**config.mk**
```make
export PLATFORM = sky130hd
export DESIGN_NAME = lns_ctrl
export DESIGN_NICKNAME = d
export VERILOG_FILES = /design/src/rtl/lns_pkg.sv /design/src/rtl/lns_ctrl.sv
export VERILOG_INCLUDE_DIRS = /design/src /design/src/rtl
export SDC_FILE = /design/constraint.sdc
export NUM_CORES = 1
export LEC_CHECK = 0
export ABC_AREA = 1
export BUFFER_PORTS_ARGS = -buffer_cell sky130_fd_sc_hd__buf_4
export CORE_ASPECT_RATIO = 1.5
export CORE_MARGIN = 4
export CORE_UTILIZATION = 44
export CTS_CLUSTER_DIAMETER = 50
export CTS_CLUSTER_SIZE = 20
export DETAILED_ROUTE_END_ITERATION = 10
export PLACE_DENSITY = 0.6
export SYNTH_ARGS = -nofsm -noshare
export SYNTH_HDL_FRONTEND = slang
export SYNTH_SLANG_ARGS = --single-unit
export TNS_END_PERCENT = 30
```
**constraint.sdc**
```tcl
create_clock -name clk_i -period 3.1 [get_ports clk_i]
set_clock_uncertainty 0.1 [all_clocks]
set_input_delay 0.62 -clock clk_i [delete_from_list [all_inputs] [get_ports clk_i]]
set_output_delay 0.62 -clock clk_i [all_outputs]
set_load 0.05 [all_outputs]
```
**src/rtl/lod_node_score_core_assert.svh**
```systemverilog
// Assertion macros shared by the node scorer RTL.
`ifndef LOD_NODE_SCORE_CORE_ASSERT_SVH
`define LOD_NODE_SCORE_CORE_ASSERT_SVH

// Same-cycle implication, sampled on clk_i, off during reset.
`define LNS_ASSERT_IMP(name, pre, post, msg) \
  name: assert property (@(posedge clk_i) disable iff (!rst_ni) (pre) |-> (post)) \
    else $error(msg);

// Next-cycle implication, sampled on clk_i, off during reset.
`define LNS_ASSERT_NXT(name, pre, post, msg) \
  name: assert property (@(posedge clk_i) disable iff (!rst_ni) (pre) |=> (post)) \
    else $error(msg);

`endif

```
**src/rtl/lns_pkg.sv**
```systemverilog
// Types, codes and constant functions of the node scorer.
package lns_pkg;

  // request and result payloads
  typedef struct packed {
    logic               opcode;
    logic signed [31:0] center_x;
    logic signed [31:0] center_y;
    logic signed [31:0] center_z;
    logic signed [15:0] normal_x;
    logic signed [15:0] normal_y;
    logic signed [15:0] normal_z;
    logic [31:0]        area;
    logic               is_leaf;
  } lns_in_t;

  typedef struct packed {
    logic [47:0] score;
    logic [47:0] range_low;
    logic [47:0] range_high;
    logic        saturated;
  } lns_out_t;

  // opcode values
  localparam logic OPC_SCORE = 1'b0;
  localparam logic OPC_RESET = 1'b1;

  // configuration register indexes
  localparam int unsigned CFG_IDX_W = 3;
  localparam logic [CFG_IDX_W-1:0] CFG_CAMERA_X      = 3'd0;
  localparam logic [CFG_IDX_W-1:0] CFG_CAMERA_Y      = 3'd1;
  localparam logic [CFG_IDX_W-1:0] CFG_CAMERA_Z      = 3'd2;
  localparam logic [CFG_IDX_W-1:0] CFG_NEAR_LIMIT_SQ = 3'd3;
  localparam logic [CFG_IDX_W-1:0] CFG_NEAR_LIMIT_INV = 3'd4;

  localparam logic [63:0] NEAR_LIMIT_SQ_RST  = 64'd9663676416;
  localparam logic [47:0] NEAR_LIMIT_INV_RST = 48'd1908874354;
  localparam logic [47:0] SCORE_MAX          = 48'hFFFF_FFFF_FFFF;
  localparam logic signed [15:0] ONE_Q14     = 16'sd16384;

  // first and last step values of the iterative phases
  localparam logic [6:0] SQRT_FIRST = 7'd21;  // root bit 2^42 down to 2^0
  localparam logic [6:0] QDIV_FIRST = 7'd14;  // direction quotient, 15 bits
  localparam logic [6:0] DIV_FIRST  = 7'd81;  // dividend t*2^32 is below 2^82
  localparam logic [6:0] MUL_LAST   = 7'd3;   // four partial products
  localparam logic [6:0] AXIS_LAST  = 7'd2;

  // datapath operations
  localparam logic [3:0] OP_NOP  = 4'd0;
  localparam logic [3:0] OP_LOAD = 4'd1;
  localparam logic [3:0] OP_SQ   = 4'd2;
  localparam logic [3:0] OP_LEN  = 4'd3;
  localparam logic [3:0] OP_DOT  = 4'd4;
  localparam logic [3:0] OP_SQRT = 4'd5;
  localparam logic [3:0] OP_QCHK = 4'd6;
  localparam logic [3:0] OP_QDIV = 4'd7;
  localparam logic [3:0] OP_DP   = 4'd8;
  localparam logic [3:0] OP_EXP  = 4'd9;
  localparam logic [3:0] OP_AREA = 4'd10;
  localparam logic [3:0] OP_CMP  = 4'd11;
  localparam logic [3:0] OP_DIV  = 4'd12;
  localparam logic [3:0] OP_MUL  = 4'd13;
  localparam logic [3:0] OP_FIN  = 4'd14;

  typedef struct packed {
    logic [3:0] op;
    logic [6:0] step;
  } lns_cmd_t;

  typedef struct packed {
    logic m_zero;    // node center equals camera
    logic q_big;     // direction quotient beyond one
    logic near;      // inside the near limit
    logic out_busy;  // output register held this cycle
  } lns_sts_t;

  // shift-subtract division, used only at elaboration
  function automatic logic [63:0] lns_udiv(input logic [63:0] n, input logic [63:0] d);
    logic [63:0] q;
    logic [63:0] r;
    q = '0;
    r = '0;
    for (int b = 63; b >= 0; b--) begin
      r = {r[62:0], n[b]};
      if (r >= d) begin
        r = r - d;
        q[b] = 1'b1;
      end
    end
    return q;
  endfunction

  // e^(-1 + 2i/depth) in Q2.30, Taylor series in Q.48
  function automatic logic [31:0] lns_exp_entry(input int unsigned i, input int unsigned depth);
    logic        neg;
    logic [63:0] an;
    logic [63:0] den;
    logic [63:0] term;
    logic [63:0] sum;
    logic [63:0] rnd;
    neg  = (2 * i) < depth;
    an   = neg ? 64'(depth - 2 * i) : 64'(2 * i - depth);
    den  = 64'(depth);
    sum  = 64'd1 << 48;
    term = 64'd1 << 48;
    for (int k = 1; k < 64; k++) begin
      if (term != 64'd0) begin
        term = lns_udiv(term * an, den * 64'(k));
        if (neg && (k % 2 == 1)) sum = sum - term;
        else sum = sum + term;
      end
    end
    rnd = (sum + (64'd1 << 17)) >> 18;
    return rnd[31:0];
  endfunction

endpackage

```
**src/rtl/lns_ctrl.sv**
```systemverilog
// Sequencer that steps the scorer datapath through one request.
module lns_ctrl (
  input  logic              clk_i,
  input  logic              rst_ni,
  input  logic              in_valid_i,
  input  logic              in_opcode_i,
  output logic              in_ready_o,
  input  lns_pkg::lns_sts_t sts_i,
  output lns_pkg::lns_cmd_t cmd_o
);
  import lns_pkg::*;

  localparam logic [3:0] S_IDLE = 4'd0;
  localparam logic [3:0] S_SQ   = 4'd1;
  localparam logic [3:0] S_LEN  = 4'd2;
  localparam logic [3:0] S_DOT  = 4'd3;
  localparam logic [3:0] S_SQRT = 4'd4;
  localparam logic [3:0] S_QCHK = 4'd5;
  localparam logic [3:0] S_QDIV = 4'd6;
  localparam logic [3:0] S_DP   = 4'd7;
  localparam logic [3:0] S_EXP  = 4'd8;
  localparam logic [3:0] S_AREA = 4'd9;
  localparam logic [3:0] S_CMP  = 4'd10;
  localparam logic [3:0] S_DIV  = 4'd11;
  localparam logic [3:0] S_MUL  = 4'd12;
  localparam logic [3:0] S_FIN  = 4'd13;

  logic [3:0] state_q, state_d;
  logic [6:0] cnt_q, cnt_d;

  // next state and command
  always_comb begin
    state_d    = state_q;
    cnt_d      = cnt_q;
    cmd_o.op   = OP_NOP;
    cmd_o.step = cnt_q;
    in_ready_o = 1'b0;
    unique case (state_q)
      S_IDLE: begin
        in_ready_o = 1'b1;
        if (in_valid_i) begin
          cmd_o.op = OP_LOAD;
          cnt_d    = '0;
          state_d  = (in_opcode_i == OPC_RESET) ? S_FIN : S_SQ;
        end
      end
      S_SQ: begin
        cmd_o.op = OP_SQ;
        if (cnt_q == AXIS_LAST) begin
          cnt_d   = '0;
          state_d = S_LEN;
        end else begin
          cnt_d = cnt_q + 7'd1;
        end
      end
      S_LEN: begin
        if (sts_i.m_zero) begin
          state_d = S_DP;
        end else begin
          cmd_o.op = OP_LEN;
          if (cnt_q == AXIS_LAST) begin
            cnt_d   = '0;
            state_d = S_DOT;
          end else begin
            cnt_d = cnt_q + 7'd1;
          end
        end
      end
      S_DOT: begin
        cmd_o.op = OP_DOT;
        if (cnt_q == AXIS_LAST) begin
          cnt_d   = SQRT_FIRST;
          state_d = S_SQRT;
        end else begin
          cnt_d = cnt_q + 7'd1;
        end
      end
      S_SQRT: begin
        cmd_o.op = OP_SQRT;
        if (cnt_q == '0) state_d = S_QCHK;
        else cnt_d = cnt_q - 7'd1;
      end
      S_QCHK: begin
        cmd_o.op = OP_QCHK;
        cnt_d    = QDIV_FIRST;
        state_d  = S_QDIV;
      end
      S_QDIV: begin
        if (sts_i.q_big) begin
          state_d = S_DP;
        end else begin
          cmd_o.op = OP_QDIV;
          if (cnt_q == '0) state_d = S_DP;
          else cnt_d = cnt_q - 7'd1;
        end
      end
      S_DP: begin
        cmd_o.op = OP_DP;
        state_d  = S_EXP;
      end
      S_EXP: begin
        cmd_o.op = OP_EXP;
        state_d  = S_AREA;
      end
      S_AREA: begin
        cmd_o.op = OP_AREA;
        state_d  = S_CMP;
      end
      S_CMP: begin
        cmd_o.op = OP_CMP;
        cnt_d    = DIV_FIRST;
        state_d  = S_DIV;
      end
      S_DIV: begin
        if (sts_i.near) begin
          cnt_d   = '0;
          state_d = S_MUL;
        end else begin
          cmd_o.op = OP_DIV;
          if (cnt_q == '0) state_d = S_FIN;
          else cnt_d = cnt_q - 7'd1;
        end
      end
      S_MUL: begin
        cmd_o.op = OP_MUL;
        if (cnt_q == MUL_LAST) state_d = S_FIN;
        else cnt_d = cnt_q + 7'd1;
      end
      S_FIN: begin
        if (!sts_i.out_busy) begin
          cmd_o.op = OP_FIN;
          state_d  = S_IDLE;
        end
      end
      default: state_d = S_IDLE;
    endcase
  end

  // state registers
  always_ff @(posedge clk_i or negedge rst_ni) begin
    if (!rst_ni) begin
      state_q <= S_IDLE;
      cnt_q   <= '0;
    end else begin
      state_q <= state_d;
      cnt_q   <= cnt_d;
    end
  end

`include "lod_node_score_core_assert.svh"

  `LNS_ASSERT_IMP(a_div_cnt, state_q == S_DIV, cnt_q <= DIV_FIRST, "divide step out of range")
  `LNS_ASSERT_NXT(a_fin_idle, cmd_o.op == OP_FIN, state_q == S_IDLE, "finish did not return idle")

endmodule

```
[Word-level counts from Yosys, hierarchy flattened]
Index checks and enable logic that the tools add are counted.
Storage, ports and cells
  RAM bits: 0
  input port bits: 8
  register bits: 11
  memory bits (read-only): 0
  memories: 0
  latch bits: 0
  output and inout bits: 12
Operators by class
  $lt $le $gt $ge: 0
  shift operators: 0
  add/subtract/negate cells: 2
  multiplexer cells: 30
  eq/ne operators: 27
  bitwise operators: 0
  divide/modulo/power cells: 0
  multipliers: 0
  reduce and logical (&&, ||, !) cells: 5
Operators by type and width (count)
  $pmux 4 s14: 2
  $pmux 7 s10: 1
  $mux 4: 15
  $mux 7: 8
  $eq 4x4->1 const B: 6
  $ne 2x2->1 const B: 9
  $eq 4x3->1 const B: 4
  $eq 7x2->1 const B: 2
  $reduce_bool 10->1: 1
  $ne 3x3->1 const B: 3
  $reduce_and 9->1: 1
  $eq 4x2->1 const B: 2
  $add 7x1->7 const B: 1
  $logic_not 7->1: 1
  $sub 7x1->7 const B: 1
  $reduce_and 5->1: 1
  $eq 4x1->1 const B: 1
  $logic_not 4->1: 1
  $mux 3: 1
  $mux 1: 2
  $mux 2: 1

[Logic depth before layout (Yosys ltp)]
Gate-level depths: netlist of run 1.
  depth in word-level cells: 4
  gate-level depth with buffers: 11

[Least setup slack after synthesis of run 1]
No wires, ideal clock.
  path kind: register to output
  start: reg state_q[1]
  end: out cmd_o[7] (netlist name)
  arrival time: 1.579 ns
  buffers on the path: 1
  setup slack: 0.801 ns
  data required time: 2.380 ns
  cell stages (with the launch flop): 5
  cell sequence: dfrtp_1 > buf_2 > nor2_2 > nand2_1 > o211ai_1
RTL lines
  start: declaration: line lns_ctrl.sv:28  | logic [3:0] state_q, state_d;
  start signal: assignment: line lns_ctrl.sv:145  | state_q <= state_d;
  end: declaration: line lns_ctrl.sv:9  | output lns_pkg::lns_cmd_t cmd_o

==> flow_summary.toml, run 1 <==
[status]
status = "complete, no violations"

[grt]
first_global_vias = 1576
grt_usage = 0.233
grt_pass1_wl_um = 6910
grt-ovfl-total = 0
antenna_found_initial = 0
grt_max_degree = 12

[detailed_routing]
first_pass_iters = 4
vias = 1546
drtIter0Drc = 49
routedWlPerCell_um = 13.7
vias_per_cell = 5.28
wl_um = 4030
ant_nets = 0
drc = 0

[final_layout]
diodes = 0
area_delta_synth_final_pct = 16.9
layout.nets = 267
fillers = 325
drive_above_1_share = 0.173

[die]
start_util = 0.457
num_rows = 24
dieArea_um2 = 3950
ios = 20
die_w_um = 52.7
core_um2 = 2880
fp.dieH_um = 75.0

[worst_setup_path]
cp_num_buf_inv = 4
r2r_start = "cnt_q[0]$_DFFE_PN0P_"
cp_max_fo = 7
cp.arrival_ps = 1780
end_kind = "output port"
cp-startpoint = "state_q[0]$_DFFE_PN0P_"
path_class = "reg -> out"
cp.required_ps = 2380
cpPeakStageDelay_ps = 470
cp-start-kind = "register"
path_delay_family = "buffers and inverters"
path_cells = "inv_2 > nand2_1 > nor2_1 > inv_1 > nand2_1 > inv_1 > o211ai_1 > buf_4"
crit_slowest_cell = "dfrtp_1"

[clock_network]
postCtsHoldBufs = 0
htree_levels = 1
root_buffer = "clkbuf_8"
cts.clk_slew.worst_paths_ps = 50
cts_tree = "built"
cts_repair_resize_count = 0
cts_sinks = 11
cts_made_buffers = 3
post_cts_buffers = 0
clk_latency_ps = 240
cts_buffer_depth = 2

[logic_synthesis]
syn-mean-instance-area_um2 = 5.63
synth_top_area_cell = "nand2_1"
synth_common_cells = "nand2_1 (97), nand3_1 (27), inv_1 (24)"
synth_cells = 234
synth_area_um2 = 1320
synth_edf_count = 0
synth_top_flop_cell = "dfrtp_1"
netlist.area_leader.share = 0.277
yosysMostFrequentCell = "nand2_1"
synth_cell_type_count = 25
syn-num-nets = 246
ys_ff_latch = 11
synthArstFlopShare = 1.00
synth_area_leaders = "nand2_1 (28%), dfrtp_1 (21%), nand3_1 (10%)"
yosys_warnings = 0
yosysSeqAreaShare = 0.209

[sta]
finalHoldViolCount = 0
setup_violations = 0
fmax_mhz = 400
tns_ps = 0
slew-limit-headroom = 0.764
worst_pin_slew_ps = 354
fin_crit_ps = 2500
fin_crit_sh = 0.807
rsz0062_at_grt = "false"
slew_viol_final = 0

[placed_design]
gp_congestion = 0.979
place_hpwl_um = 3290
port_buffers = 19

[hold_path]
min-delay-path-class = "in -> async"

[run]
cap_violations = 0
-- sequential cells by signal, summed over array words and instances (netlist names) --
signal   count
state_q      4
cnt_q        7
-- per-layer routing --
layer,vias to the layer above,share of wire,track usage
li1,770,-,-
met1,691,0.36,0.232
met2,69,0.54,0.448
met3,16,0.046,0.0356
met4,0,0.049,0.125
met5,-,0,0
-- stage by stage --
step,cells,util,instance area [um^2],hold slack (ps),setup slack (ps)
3_3_place_gp,289,0.518,1490,358,920
2_1_floorplan,234,-,1320,224,801
6_report,293,0.534,1540,107,599
4_1_cts,293,0.534,1540,106,633
5_1_grt,293,0.534,1540,103,495
3_5_place_dp,289,0.518,1490,362,890
-- path summary, 6_finish.rpt --
| kind | slack, ps | to | cells past startpoint |
|---|---|---|---|
| max reg2reg | 1180 | cnt_q[1]$_DFFE_PN0P_ | 11 |
| max in group asynchronous | 2650 | state_q[0]$_DFFE_PN0P_ | 1 |
| min in group clk_i | 470 | cnt_q[6]$_DFFE_PN0P_ | 2 |
| min reg2reg | 470 | cnt_q[6]$_DFFE_PN0P_ | 2 |
| min | 110 | cnt_q[4]$_DFFE_PN0P_ | 1 |
| max | 600 | cmd_o[8] | 8 |
-- kinds of logic after synthesis --
group           count (synthesis)  share of synthesized area
compound gates                 13                     0.0684
buf+inv                        35                      0.103
simple gates                  167                      0.555
flops                          11                      0.209
xor+xnor                        4                     0.0266
fa+ha+maj                       4                     0.0380
-- worst reg2reg max path, stage by stage, from the launching register on --
cell	delay (ps)
dfrtp_1	510
inv_1	190
ha_1	240
nand2_1	70
inv_1	40
nand2_1	150
nand2_1	100
nand2_1	160
nand2_1	70
nand3_1	110
nand2_1	60
nand2_1	50
-- final cells by class --
cell class / instances / area, um^2 / share of cell area
Inverter: 32 / 120 / 0.0780
Multi-Input combinational cell: 188 / 906 / 0.589
Clock buffer: 3 / 41.3 / 0.0268
Timing Repair Buffer: 19 / 143 / 0.0927
Tap cell: 39 / 48.8 / 0.0317
Clock inverter: 1 / 5.00 / 0.00325
Sequential cell: 11 / 275 / 0.179
-- cells in the final DEF (no fill, tap or decap), drive strengths merged --
cell,count
nand3,29
nand4,6
xor2,3
o211ai,2
clkinv,1
clkbuf,3
nand3b,1
a22oi,2
xnor2,1
inv,32
nand2,99
and2,1
a21oi,3
ha,4
o21ai,6
dfrtp,11
nor2,29
buf,19
nor3,1
or2,1
Power of run 1 is not shown: default switching activity piles up to over one toggle a cycle in this logic, so the estimate is an artifact.
==> run 2: changes to the inputs <==
clock period = 2.4 ns   (was 3.1 ns; I/O delays follow)
==> run 2 against run 1 <==
Hold slack gained 360 ps. Critical path depth is the same. Non-clock buffer count grew 3. Worst setup slack lost 500 ps. Critical path type unchanged. Critical endpoint unchanged. Largest cell class unchanged.
==> flow_summary.toml, run 2 (synthesis gave the netlist of run 1 again) <==
[grt]
grt_busiest_layer = "met2"
antenna_found_initial = 0
first_global_vias = 1423
use_met3 = 0.0337
grt_max_degree = 12
grt_pass1_wl_um = 6520
grtUsageMet1 = 0.226
gr-usage-met2 = 0.438
grt-ovfl-total = 0
grt_usage = 0.223

[die]
dieArea_um2 = 3950
start_util = 0.457
fp.dieH_um = 75.0
core_um2 = 2880
num_rows = 24
die_w_um = 52.7
ios = 20

[detailed_routing]
ant_nets = 0
routedWlPerCell_um = 13.7
vias = 1565
first_pass_iters = 4
drtIter0Drc = 50
drc = 0
wl_um = 4060
vias_per_cell = 5.29

[sta]
tns_ps = 0
whs_ps = 468
finalWorstSetupSlack_ps = 98.3
worst_pin_slew_ps = 304
slew-limit-headroom = 0.797
fin_crit_sh = 0.959
slew_viol_final = 0
fin_crit_ps = 2300
rsz0062_at_grt = "false"
fmax_mhz = 434
setup_violations = 0
finalHoldViolCount = 0

[worst_setup_path]
r2r_start = "cnt_q[4]$_DFFE_PN0P_"
regToRegEndpoint = "state_q[3]$_DFFE_PN0P_"
reg2reg_slack_ps = 540
path_cells = "inv_2 > nand2_1 > nor2_1 > inv_1 > nand2_1 > inv_1 > o211ai_1 > buf_4"
cp_max_fo = 7
cp_num_buf_inv = 4
cp-startpoint = "state_q[0]$_DFFE_PN0P_"
path_delay_family = "buffers and inverters"
cp_num_cells = 8
ff2ff_path_depth = 8
crit_slowest_cell = "dfrtp_1"
worstSetupEndpoint = "cmd_o[8]"
cpPeakStageDelay_ps = 470
end_kind = "output port"
cp.arrival_ps = 1720
cp.required_ps = 1820
path_class = "reg -> out"
cp-start-kind = "register"

[run]
cap_violations = 0

[clock_network]
cts_made_buffers = 3
cts_tree = "built"
post_cts_buffers = 0
cts_sinks = 11
htree_levels = 1
clk_latency_ps = 240
cts.clk_slew.worst_paths_ps = 50
cts_buffer_depth = 2
root_buffer = "clkbuf_8"

[final_layout]
final_cell_mix = "nand2_1 (97), nand3_1 (27), inv_1 (24)"
drive_above_1_share = 0.179
register_area_um2 = 277
area_delta_synth_final_pct = 18.8
largest_reg_flops = 7
diodes = 0
multiInputGateArea_um2 = 906
mostFrequentLayoutCell = "nand2_1"
biggestRegsByFlops = "cnt_q x7, state_q x4"
utilization = 0.543
layout.nets = 270
fillers = 321
largest_register = "cnt_q"

[power_and_ir_drop]
ir_drop_uv = 838
power_density_nw_per_um2 = 1660
leakagePower_uw = 0.000904

[placed_design]
gp_congestion = 0.985
port_buffers = 19
post-place-ws_ps = 368
place_hpwl_um = 3370

[hold_path]
min-delay-path-class = "reg -> reg"

[status]
status = "complete, no violations"
## run 2: worst register-to-register path, stage by stage, from the launching register on
cell	delay (ps)
dfrtp_1	480
nor2_1	260
nand2_1	140
nor2_1	200
nor2_1	70
nor2_2	160
and2_1	220
nand3_1	80
nand2_1	70
## run 2: how the worst min path moves through the flow
stage	cells after the start	slack [ps]	end	startpoint
6_report	2	470	state_q[2]$_DFFE_PN0P_	state_q[2]$_DFFE_PN0P_
5_1_grt	2	500	state_q[2]$_DFFE_PN0P_	state_q[2]$_DFFE_PN0P_
4_1_cts	2	470	cnt_q[6]$_DFFE_PN0P_	cnt_q[6]$_DFFE_PN0P_
3_5_place_dp	1	220	state_q[2]$_DFFE_PN0P_	rst_ni
3_3_place_gp	1	220	state_q[3]$_DFFE_PN0P_	rst_ni
2_1_floorplan	0	80	cnt_q[0]$_DFFE_PN0P_	rst_ni
## run 2: cell type report
cell class | instances | area share
timing repair buffer | 22 | 0.107
clock buffer | 4 | 0.0288
sequential | 11 | 0.177
inverter | 32 | 0.0768
tap | 39 | 0.0312
multi-input combinational | 188 | 0.579
## run 2: stage by stage
stage,power (uW),cells,cell area (um^2)
after CTS,2600,296,1560
final,2590,296,1560
after floorplan,1880,234,1320
after global placement,2380,291,1510
after detailed placement,2400,291,1510
after global routing,2820,296,1560
## run 2: routing by layer
metal,wire [um],vias to the layer above
li1,-,782
met1,1420,705
met3,209,12
met2,2280,66
met5,0,-
met4,144,0
## run 2: what timing repair did
| action | in CTS | in global routing |
|---|---|---|
| resized for setup | 0 | 1 |
| endpoints found under the hold margin | 11 | 0 |
| hold buffers | 1 | 0 |
| endpoints found under the setup margin | 0 | 1 |
## run 2: power breakdown
group / switching (uW) / internal, uW
Clock: 70.4 / 117
Sequential: 141 / 266
Combinational: 1390 / 612
Total: 1600 / 995
Note: power is estimated with default switching activity, not from simulation.
